==> src/hw/rtl/bloom_filter_engine_defines.svh <==
// assertion macros shared by the bloom filter engine rtl
// checks sample on clk; BFE_CHECK stays quiet while rst_n is low, BFE_CHECK_ALWAYS does not
`ifndef BLOOM_FILTER_ENGINE_DEFINES_SVH
`define BLOOM_FILTER_ENGINE_DEFINES_SVH

`ifndef SYNTH
`define BFE_CHECK(label, prop, msg) \
    label: assert property (@(posedge clk) disable iff (!rst_n) prop) else $error(msg);
`define BFE_CHECK_ALWAYS(label, prop, msg) \
    label: assert property (@(posedge clk) prop) else $error(msg);
`else
`define BFE_CHECK(label, prop, msg)
`define BFE_CHECK_ALWAYS(label, prop, msg)
`endif

`endif

==> src/hw/rtl/bfe_pkg.sv <==
`timescale 1ns / 1ps
`default_nettype none

package bfe_pkg;

    // operation codes carried by an item
    localparam logic [1:0] MODE_ADD   = 2'd0;
    localparam logic [1:0] MODE_QUERY = 2'd1;
    localparam logic [1:0] MODE_CLEAR = 2'd2;

    // configuration register indexes
    localparam int CFG_W        = 17;
    localparam int CFG_INDEX_W  = 1;
    localparam int BIT_COUNT_W  = 17;
    localparam int HASH_COUNT_W = 5;
    localparam logic [CFG_INDEX_W-1:0] REG_BIT_COUNT  = 1'b0;
    localparam logic [CFG_INDEX_W-1:0] REG_HASH_COUNT = 1'b1;

    // hash mixing constants
    localparam int          HASH_W      = 32;
    localparam logic [31:0] GOLDEN      = 32'h9e37_79b9;
    localparam int          MIX_SHIFT_A = 16;
    localparam int          MIX_SHIFT_B = 13;

    // modulo unit: quotient bits retired per cycle
    localparam int DIV_STEP_BITS = 4;
    localparam int DIV_STEPS     = HASH_W / DIV_STEP_BITS;
    localparam int DIV_CNT_W     = $clog2(DIV_STEPS + 1);

    // controller to datapath commands
    typedef struct packed {
        logic load;
        logic mix;
        logic div_start;
        logic rd;
        logic set_bit;
        logic next_probe;
        logic clr_step;
    } dp_cmd_t;

    // datapath to controller status
    typedef struct packed {
        logic div_done;
        logic bit_hit;
        logic addr_ok;
        logic clr_last;
    } dp_stat_t;

endpackage

`default_nettype wire

==> src/hw/rtl/bfe_ctrl.sv <==
`timescale 1ns / 1ps
`default_nettype none

`include "bloom_filter_engine_defines.svh"

module bfe_ctrl
    import bfe_pkg::*;
#(
    parameter int PRB_W = 5
) (
    input  wire logic             clk,
    input  wire logic             rst_n,
    input  wire logic             start,
    input  wire logic [1:0]       mode,
    input  wire logic             nbits_zero,
    input  wire logic [PRB_W-1:0] nprobes,
    input  wire dp_stat_t         stat,
    output dp_cmd_t               cmd,
    output logic                  busy,
    output logic                  done,
    output logic                  maybe_present
);

    localparam logic [2:0] S_INIT   = 3'd0;
    localparam logic [2:0] S_IDLE   = 3'd1;
    localparam logic [2:0] S_MIX    = 3'd2;
    localparam logic [2:0] S_DSTART = 3'd3;
    localparam logic [2:0] S_DIV    = 3'd4;
    localparam logic [2:0] S_CHECK  = 3'd5;
    localparam logic [2:0] S_CLEAR  = 3'd6;

    logic [2:0]       state_reg;
    logic [2:0]       state_next;
    logic [PRB_W-1:0] probe_reg;
    logic [PRB_W-1:0] probe_next;
    logic             query_reg;
    logic             query_next;
    logic             done_reg;
    logic             ans_reg;
    logic             fin;
    logic             ans;
    logic             last_probe;

    assign last_probe = (probe_reg == nprobes - PRB_W'(1));

    // sequencer: per probe mix, modulo, read, then test or set
    always_comb
    begin
        state_next = state_reg;
        probe_next = probe_reg;
        query_next = query_reg;
        cmd        = '0;
        fin        = 1'b0;
        ans        = 1'b0;
        unique case (state_reg)
            S_INIT:
            begin
                cmd.clr_step = 1'b1;
                if (stat.clr_last)
                begin
                    state_next = S_IDLE;
                end
            end
            S_IDLE:
            begin
                if (start)
                begin
                    cmd.load   = 1'b1;
                    probe_next = '0;
                    query_next = (mode == MODE_QUERY);
                    unique case (mode) inside
                        MODE_ADD, MODE_QUERY:
                        begin
                            if (nbits_zero || nprobes == '0)
                            begin
                                fin = 1'b1;
                                ans = (mode == MODE_QUERY);
                            end
                            else
                            begin
                                state_next = S_MIX;
                            end
                        end
                        MODE_CLEAR:
                        begin
                            state_next = S_CLEAR;
                        end
                        default:
                        begin
                            fin = 1'b1;
                        end
                    endcase
                end
            end
            S_MIX:
            begin
                cmd.mix    = 1'b1;
                state_next = S_DSTART;
            end
            S_DSTART:
            begin
                cmd.div_start = 1'b1;
                state_next    = S_DIV;
            end
            S_DIV:
            begin
                if (stat.div_done)
                begin
                    cmd.rd     = 1'b1;
                    state_next = S_CHECK;
                end
            end
            S_CHECK:
            begin
                cmd.set_bit = !query_reg;
                if (query_reg && (!stat.addr_ok || !stat.bit_hit))
                begin
                    fin        = 1'b1;
                    state_next = S_IDLE;
                end
                else if (last_probe)
                begin
                    fin        = 1'b1;
                    ans        = query_reg;
                    state_next = S_IDLE;
                end
                else
                begin
                    cmd.next_probe = 1'b1;
                    probe_next     = probe_reg + PRB_W'(1);
                    state_next     = S_MIX;
                end
            end
            S_CLEAR:
            begin
                cmd.clr_step = 1'b1;
                if (stat.clr_last)
                begin
                    fin        = 1'b1;
                    state_next = S_IDLE;
                end
            end
            default:
            begin
                state_next = S_IDLE;
            end
        endcase
    end

    // state and result registers
    always_ff @(posedge clk or negedge rst_n)
    begin
        if (!rst_n)
        begin
            state_reg <= S_INIT;
            probe_reg <= '0;
            query_reg <= 1'b0;
            done_reg  <= 1'b0;
            ans_reg   <= 1'b0;
        end
        else
        begin
            state_reg <= state_next;
            probe_reg <= probe_next;
            query_reg <= query_next;
            done_reg  <= fin;
            ans_reg   <= fin & ans;
        end
    end

    assign busy          = (state_reg != S_IDLE);
    assign done          = done_reg;
    assign maybe_present = ans_reg;

    `BFE_CHECK(a_done_in_idle, done_reg |-> (state_reg == S_IDLE), "result strobe outside idle")
    `BFE_CHECK(a_accept_moves, (start && !busy) |=> (done_reg || busy), "accepted item lost")
    `BFE_CHECK_ALWAYS(a_answer_strobed, ans_reg |-> done_reg, "answer set without strobe")

endmodule

`default_nettype wire

==> config.mk <==
export PLATFORM = sky130hd
export DESIGN_NAME = bfe_ctrl
export DESIGN_NICKNAME = d
export VERILOG_FILES = /design/src/hw/rtl/bfe_pkg.sv /design/src/hw/rtl/bfe_ctrl.sv
export VERILOG_INCLUDE_DIRS = /design/src /design/src/hw/rtl
export SDC_FILE = /design/constraint.sdc
export NUM_CORES = 1
export LEC_CHECK = 0
export BUFFER_PORTS_ARGS = -buffer_cell sky130_fd_sc_hd__buf_2
export CAP_MARGIN = 10
export CORE_MARGIN = 2
export CORE_UTILIZATION = 51
export CTS_BUF_LIST = sky130_fd_sc_hd__clkbuf_4 sky130_fd_sc_hd__clkbuf_8 sky130_fd_sc_hd__clkbuf_16
export CTS_CLUSTER_DIAMETER = 60
export DETAILED_ROUTE_END_ITERATION = 10
export GPL_TIMING_DRIVEN = 0
export PLACE_DENSITY = 0.76
export SYNTH_ARGS = -nofsm -noshare
export SYNTH_HDL_FRONTEND = slang
export SYNTH_SLANG_ARGS = --single-unit
==> constraint.sdc <==
create_clock -name clk -period 1.7 [get_ports clk]
set_input_delay 0.085 -clock clk [delete_from_list [all_inputs] [get_ports clk]]
set_output_delay 0.085 -clock clk [all_outputs]
set_load 0.1 [all_outputs]
==> impl_results.md, run 1 <==
- Required time worst endpoint: 1.86 ns
- Mapped cell area: 906 um^2
- Initial antenna violation count: 0
- Routability-driven placement congestion ratio: 0.811
- Distinct cells, synth: 40
- Post-synth EDFFs: 0
- Final hold viol count: 0
- Clock latency on the worst-skew pair: 0.27 ns
- 1st-pass router iterations: 4
- H-tree levels: 1
- Final net count: 153
- Worst slew pin tran: 0.719 ns
- Failing checks: setup timing
- Final worst path period need: 1.73 ns
- First-pass GRT wire length: 3190 um
- Synth Net Count: 121
- Commonest non-fill, non-tap cell in the layout: buf_2
- Clock sinks: 11
- Max FFs per register: 5
- Relative slew slack: 0.514
- Tcrit/Tclk final: 1.02
- Hold endpoint: maybe_present
- # rows: 15
- Full die area: 0.00213 mm^2
- TritonCTS buffer count: 3
- Power, Total: 2.14 mW
- Worst hold path depth: 3
- Crit path max fanout: 4
- Reg area: 279 um^2
- CP cell instances: xor2_2 > o311ai_1 > a21oi_1 > a221o_1
- Placed cell areas: 0.00111 mm^2
- Reg2reg start: probe_reg[4]
- Slew Limit Fails: 0
- Placed Cells incl. Taps: 145
- Largest net degree at the start of global routing: 12
- # DRC: 0
- Most frequent cells in the layout: buf_2 (19), nand2_1 (12), dfrtp_1 (8)
- Vias in the first global route: 759
- Wire length per cell: 13.9 um
- Max cap viols: 0
- Multi-input gate area: 642 um^2
- Die width: 46.1 um
- Crit Path Class: flop to flop
- Top-area cell type share of the netlist area: 0.304
- Routed Antenna Nets: 0
- ANT cells: 0
- Initial DRC count: 11
- Final instance area: 0.00121 mm^2
- CP startpoint kind: flop
- Hold Startpoint: stat[2]
- Yosys warnings: 0
- I/O Buffers: 24
- Boundary pin count: 25
- Ranking of synthesized cells by area: dfrtp_1 (30%), nand2_1 (5.8%), xor2_1 (3.9%)
- Worst Path Arrival: 1.89 ns
- Final setup margin: -0.0286 ns
- Top_reg_cell synth: dfrtp_1
- Ys async rst share: 1.00
- Worst reg-to-reg path cell count: 4
- Hold Path Class: primary input to flop
- CP endpoint kind: flop
- Util after Layout: 0.719
- Via count: 880
- Area grow syn2layout: 34.1%
- Reg2reg end: probe_reg[1]
- Reg clk slew, reported paths: 0.07 ns
- Post-DP HPWL: 1590 um
- RSZ-0062 raised after global routing: true
- Gr usage total: 0.214
- Cell taking the most area after synthesis: dfrtp_1
- Leak Pwr: 0.552 nW
- Clock tree buffer depth: 2
- Share of post-route cells with drive strength above 1: 0.415
- PD cells: 1760 mW/mm^2
- Post-synthesis cell count: 104
- Seq cells post-synth: 11
- Routed WL: 2120 um
- CTS tree: built
- Mean post-synth cell area: 8.71 um^2
- Status: finished, violations left
- Fill count: 149
- Remaining Overflow, GRT: 0
- Root Driver: clkbuf_4
- Fmax achieved: 0.578 GHz
- Post-DR vias/cell: 5.79
- Finished Layout Cells: 152
- Starting Density: 0.536
- Slowest CP cell: o311ai_1
- Clock Skews: 0.00240 ns
- Largest stage delay, worst path: 0.60 ns
- R2R Setup Slk: -0.03 ns
- Sequential fraction of the synthesis area: 0.304
- Die Height: 46.1 um
- Peak supply drop: 1440 uV
- Placeable Area: 0.00169 mm^2
- Final Setup Violations: 2
-- cell type report --
class | instances | share of cell area
multi-input combinational | 84 | 0.528
sequential | 11 | 0.230
timing repair buffer | 28 | 0.149
buffer | 3 | 0.0319
clock buffer | 4 | 0.0247
inverter | 5 | 0.0185
tap | 17 | 0.0175
-- synthesized netlist by cell type, types with 2 or more instances --
cell,number
a21oi_1,5
a221o_1,2
dfrtp_1,11
ha_1,2
inv_1,5
mux2i_1,3
nand2_1,14
nand2b_1,5
nand3b_1,3
nand4_1,4
nor2_1,6
nor3_1,5
nor3b_1,3
nor4b_1,2
o21ai_0,3
o22ai_1,2
xnor2_1,3
xor2_1,4
-- worst max path at each step --
stage,startpoint,to,cells past startpoint
2_1_floorplan,probe_reg[4],cmd[1],3
3_3_place_gp,nprobes[0],state_reg[1],8
3_5_place_dp,nprobes[0],state_reg[1],8
4_1_cts,probe_reg[4],cmd[1],5
5_1_grt,probe_reg[1],cmd[1],5
6_report,probe_reg[4],probe_reg[1],4
-- repair_timing --
action / 4_1_cts / 5_1_grt
pin swaps: 4 / 2
setup buffers: 3 / 0
cloned: 0 / 0
gates resized for setup: 11 / 4
endpoints found under the hold margin: 11 / 0
hold buffers: 1 / 0
setup endpoints to repair: 6 / 10
-- where the power goes --
group	switching (mW)	leakage, nW	internal [mW]	total (mW)
registers	0.104	0.141	0.343	0.446
logic	1.03	0.392	0.468	1.50
clock network	0.0870	0.0184	0.107	0.194
-- kinds of logic after synthesis --
family                     synth area share
adders and majority gates            0.0276
DFF                                   0.304
buffers and inverters                0.0580
muxes                                0.0456
AOI/OAI and AO/OA                     0.178
and+or+nand+nor                       0.319
xor gates and xnor gates             0.0677
-- critical path, delay by kind of cell, from the launching register on --
family                    cells  cell delay [ns]
DFF                           1             0.41
AOI/OAI and AO/OA             3             1.02
xor gates and xnor gates      1             0.18
-- through the flow --
step / setup slack [ns] / setup TNS (ns) / hold slack [ns]
floorplan: -0.175 / -0.359 / -0.211
global placement: -0.157 / -0.392 / -0.0344
detailed placement: -0.177 / -0.540 / -0.0274
CTS: -0.0336 / -0.0389 / 0.0899
global route: -0.0611 / -0.236 / 0.118
finish: -0.0286 / -0.0481 / 0.0942
-- per-layer routing --
metal,vias to the layer above,part of all wire,global-route usage
met4,0,0.015,0.0857
li1,436,-,-
met2,26,0.46,0.342
met3,5,0.049,0.0353
met1,413,0.48,0.287
met5,-,0,0
No activity file was read; power rests on OpenSTA's default activity.
==> run 2: changes to the inputs <==
--- a/config.mk
+++ b/config.mk
@@ -15,6 +15,7 @@
 export DETAILED_ROUTE_END_ITERATION = 10
 export GPL_TIMING_DRIVEN = 0
 export PLACE_DENSITY = 0.76
+export RECOVER_POWER = 50
 export SYNTH_ARGS = -nofsm -noshare
 export SYNTH_HDL_FRONTEND = slang
 export SYNTH_SLANG_ARGS = --single-unit
==> run 2 against run 1 <==
The flow still finishes with violations (setup timing); final cell count did not move; maximum frequency barely moved; register-to-register slack about the same; die area unchanged; total power about the same.
==> impl_results.md, run 2 (synthesis results as in run 1) <==
- Worst slew pin tran: 0.725 ns
- First-pass GRT wire length: 3190 um
- I/O Buffers: 24
- Worst Path Arrival: 1.89 ns
- CP startpoint kind: flop
- Root Driver: clkbuf_4
- Initial antenna violation count: 0
- Post-DP HPWL: 1590 um
- Via count: 876
- Failing checks: setup timing
- Most frequent cells in the layout: buf_2 (17), nand2_1 (12), dfrtp_1 (8)
- RSZ-0062 raised after global routing: true
- Remaining Overflow, GRT: 0
- Full die area: 0.00213 mm^2
- Commonest non-fill, non-tap cell in the layout: buf_2
- Final setup margin: -0.0294 ns
- Final hold viol count: 0
- Die width: 46.1 um
- PD cells: 1760 mW/mm^2
- Leak Pwr: 0.548 nW
- Max FFs per register: 5
- Required time worst endpoint: 1.86 ns
- H-tree levels: 1
- Wire length per cell: 13.9 um
- Routed WL: 2110 um
- CP endpoint kind: flop
- Boundary pin count: 25
- Peak supply drop: 1440 uV
- Routability-driven placement congestion ratio: 0.811
- Largest net degree at the start of global routing: 12
- Final net count: 153
- Final Setup Violations: 2
- Min Hold Slack: 0.0936 ns
- Crit Path Class: flop to flop
- Vias in the first global route: 759
- Gr usage total: 0.214
- TritonCTS buffer count: 3
- Placeable Area: 0.00169 mm^2
- Crit path max fanout: 4
- Fmax achieved: 0.578 GHz
- 1st-pass router iterations: 4
- Initial DRC count: 11
- Starting Density: 0.536
- Area grow syn2layout: 34.0%
- Final worst path period need: 1.73 ns
- Clock latency on the worst-skew pair: 0.27 ns
- Relative slew slack: 0.510
- Reg clk slew, reported paths: 0.07 ns
- Status: finished, violations left
- Clock sinks: 11
- Place WS: -0.177 ns
- Die Height: 46.1 um
- Tcrit/Tclk final: 1.02
- Clock Skews: 0.00111 ns
- # DRC: 0
- Slew Limit Fails: 0
- Routed Antenna Nets: 0
- ANT cells: 0
- # rows: 15
- CTS tree: built
- Hold Path Class: primary input to flop
- Share of post-route cells with drive strength above 1: 0.407
- Max cap viols: 0
- Post-DR vias/cell: 5.76
- Clock tree buffer depth: 2
==> run 2: stage by stage <==
stage	TNS, ns	total power [mW]	area [um^2]	utilization	cells
6_report	-0.0495	2.14	1210	0.719	152
5_1_grt	-0.236	2.25	1210	0.719	152
3_3_place_gp	-0.392	1.83	1110	0.656	145
3_5_place_dp	-0.540	1.85	1110	0.656	145
2_1_floorplan	-0.359	1.63	967	-	104
4_1_cts	-0.0389	2.12	1210	0.716	153
==> run 2: layout make-up <==
class / instances / area [um^2]
clock buffers: 4 / 30.0
repair buffers: 28 / 180
inverters: 5 / 22.5
multi-input cells: 84 / 642
well taps: 17 / 21.3
fillers: 149 / 475
plain buffers: 3 / 38.8
flip-flops and latches: 11 / 279
==> run 2: layer usage <==
metal	routed length, um	global-route usage	vias up
met2	961	0.342	24
met1	1020	0.287	411
met5	0	0	-
met4	28	0.0857	0
li1	-	-	436
met3	102	0.0353	5
==> run 2: path summary, 6_finish.rpt <==
path | startpoint | to | slack [ns] | cells past startpoint
min reg2reg | probe_reg[1] | probe_reg[1] | 0.58 | 1
max | probe_reg[4] | probe_reg[1] | -0.03 | 4
min | stat[2] | maybe_present | 0.09 | 3
min in group asynchronous | rst_n | maybe_present | 0.37 | 2
max reg2reg | probe_reg[4] | probe_reg[1] | -0.03 | 4
max in group asynchronous | rst_n | probe_reg[1] | 0.88 | 2
==> run 2: timing repair <==
| action | 4_1_cts | 5_1_grt |
|---|---|---|
| gates resized for setup | 11 | 4 |
| setup buffers | 3 | 0 |
| endpoints found under the hold margin | 11 | 0 |
| hold buffers | 1 | 0 |
| endpoints found under the setup margin | 6 | 10 |
| pin swaps | 4 | 2 |
==> run 2: power breakdown <==
group	internal [mW]	leakage, nW	total [mW]	switching [mW]
sequential	0.343	0.141	0.447	0.104
clock	0.107	0.0184	0.195	0.0882
combinational	0.467	0.388	1.50	1.03
==> run 2: worst max-delay path, stage by stage, from the launching register on <==
cell      delay [ns]
dfrtp_1         0.41
xor2_2          0.18
o311ai_1        0.60
a21oi_1         0.14
a221o_1         0.28
==> run 3: changes to the inputs <==
--- a/config.mk
+++ b/config.mk
@@ -9,12 +9,12 @@
 export BUFFER_PORTS_ARGS = -buffer_cell sky130_fd_sc_hd__buf_2
 export CAP_MARGIN = 10
 export CORE_MARGIN = 2
-export CORE_UTILIZATION = 51
+export CORE_UTILIZATION = 46
 export CTS_BUF_LIST = sky130_fd_sc_hd__clkbuf_4 sky130_fd_sc_hd__clkbuf_8 sky130_fd_sc_hd__clkbuf_16
 export CTS_CLUSTER_DIAMETER = 60
 export DETAILED_ROUTE_END_ITERATION = 10
 export GPL_TIMING_DRIVEN = 0
-export PLACE_DENSITY = 0.76
+export PLACE_DENSITY = 0.72
 export RECOVER_POWER = 50
 export SYNTH_ARGS = -nofsm -noshare
 export SYNTH_HDL_FRONTEND = slang
==> constraint.sdc (replaced) <==
create_clock -name clk -period 1.57 [get_ports clk]
set_input_delay 0.0785 -clock clk [delete_from_list [all_inputs] [get_ports clk]]
set_output_delay 0.0785 -clock clk [all_outputs]
set_load 0.1 [all_outputs]
==> run 3 against run 2 <==
Worst hold slack got worse by 0.015 ns; design area rose by 29%; die area rose by 9.9%; clock skew rose by 0.0056 ns; clock power rose by 18%; via count rose by 17%; wire length rose by 49%; critical path type is now flop to primary output; first-iteration DRC count rose to 3.0 times the previous value; sequential share of layout area fell by 5.2 points; the flow still finishes with violations (setup timing); core utilization rose by 11 points.
==> impl_results.md, run 3 (synthesis results as in run 1) <==
- Full die area: 0.00234 mm^2
- Initial DRC count: 33
- Clock sinks: 11
- # DRC: 0
- PD cells: 1890 mW/mm^2
- Root Driver: clkbuf_4
- Largest net degree at the start of global routing: 12
- Min Hold Slack: 0.0786 ns
- Final instance area: 0.00157 mm^2
- Final worst path period need: 1.73 ns
- Max cap viols: 0
- Multi-input gate area: 732 um^2
- Wire length per cell: 17.4 um
- CP endpoint kind: primary output
- Placed Cells incl. Taps: 155
- Final Setup Violations: 8
- Clock latency on the worst-skew pair: 0.28 ns
- Final setup margin: -0.160 ns
- Util after Layout: 0.824
- Fill count: 112
- Worst Path Arrival: 1.65 ns
- I/O Buffers: 24
- Via count: 1021
- Finished Layout Cells: 181
- H-tree levels: 1
- First-pass GRT wire length: 4750 um
- Slew Limit Fails: 0
- Post-DP HPWL: 1770 um
- Crit Path Class: flop to primary output
- CP startpoint kind: flop
- Leak Pwr: 0.686 nW
- Worst reg-to-reg path cell count: 6
- Vias in the first global route: 1017
- Routed WL: 3150 um
- Clock Skews: 0.00668 ns
- Post-DR vias/cell: 5.64
- Area grow syn2layout: 72.9%
- Failing checks: setup timing
- Final hold viol count: 0
- Worst hold path depth: 3
- Relative slew slack: 0.559
- Peak supply drop: 1920 uV
- Hold Path Class: primary input to flop
- R2R Setup Slk: -0.15 ns
- # rows: 16
- Boundary pin count: 25
- Worst slew pin tran: 0.662 ns
- Placed cell areas: 0.00113 mm^2
- Fmax achieved: 0.578 GHz
- Routability-driven placement congestion ratio: 0.792
- ANT cells: 0
- Placeable Area: 0.00190 mm^2
- Max FFs per register: 5
- Share of post-route cells with drive strength above 1: 0.545
- 1st-pass router iterations: 4
- CTS tree: built
- Starting Density: 0.476
- Clock tree buffer depth: 2
- Reg clk slew, reported paths: 0.08 ns
- Commonest non-fill, non-tap cell in the layout: buf_4
- TritonCTS buffer count: 3
- Gr usage total: 0.259
- Final net count: 172
- Reg area: 279 um^2
- Status: finished, violations left
- Routed Antenna Nets: 0
- Die Height: 48.4 um
- RSZ-0062 raised after global routing: true
- Required time worst endpoint: 1.49 ns
- Tcrit/Tclk final: 1.10
- Remaining Overflow, GRT: 0
- Initial antenna violation count: 0
- Crit path max fanout: 5
- Die width: 48.4 um
- Most frequent cells in the layout: buf_4 (16), buf_2 (15), nand2_1 (12), dfrtp_1 (8), buf_6 (7)
## run 3: where the power goes
group	internal (mW)	leakage (nW)	switching [mW]	total (mW)
combinational	0.912	0.526	1.36	2.27
sequential	0.371	0.142	0.0905	0.462
clock	0.116	0.0184	0.114	0.230
## run 3: cell type report
| class | count | area share |
|---|---|---|
| inverters | 5 | 0.0144 |
| flip-flops and latches | 11 | 0.178 |
| multi-input cells | 84 | 0.467 |
| plain buffers | 3 | 0.0256 |
| repair buffers | 47 | 0.274 |
| clock buffers | 4 | 0.0192 |
| well taps | 27 | 0.0216 |
## run 3: final timing paths
path	startpoint	endpoint
worst max register to register	probe_reg[1]	probe_reg[1]
max in group asynchronous	rst_n	probe_reg[2]
min in group asynchronous	rst_n	state_reg[1]
worst min register to register	probe_reg[2]	probe_reg[2]
worst min-delay path	stat[2]	maybe_present
worst max-delay path	probe_reg[1]	cmd[1]
## run 3: per-layer routing
layer | share of wire | wire (um) | global-route usage | vias up
met5 | 0 | 0 | 0 | -
met4 | 0.026 | 82 | 0.0905 | 0
met3 | 0.043 | 134 | 0.0278 | 8
met2 | 0.55 | 1740 | 0.488 | 38
met1 | 0.38 | 1190 | 0.302 | 498
li1 | - | - | - | 477
## run 3: critical path, cell delays in order, from the launching register on
cell and delay [ns]:
dfrtp_1 0.45, xnor2_1 0.17, a211oi_2 0.22, o311a_4 0.29, nor3_4 0.05, buf_12 0.17
## run 3: repair_timing
item | CTS | global route
gates cloned | 0 | 1
hold buffers | 1 | 0
buffers inserted | 16 | 8
endpoints found under the hold margin | 11 | 0
gates resized for setup | 36 | 14
setup endpoints to repair | 11 | 15
pin swaps | 11 | 9
## run 3: through the flow
| stage | power [mW] | setup TNS (ns) | setup slack [ns] |
|---|---|---|---|
| final | 2.96 | -0.816 | -0.160 |
| after global routing | 3.08 | -1.35 | -0.202 |
| after CTS | 2.64 | -0.600 | -0.173 |
| after detailed placement | 2.05 | -1.69 | -0.254 |
| after global placement | 2.02 | -1.16 | -0.204 |
| after floorplan | 1.80 | -1.12 | -0.299 |
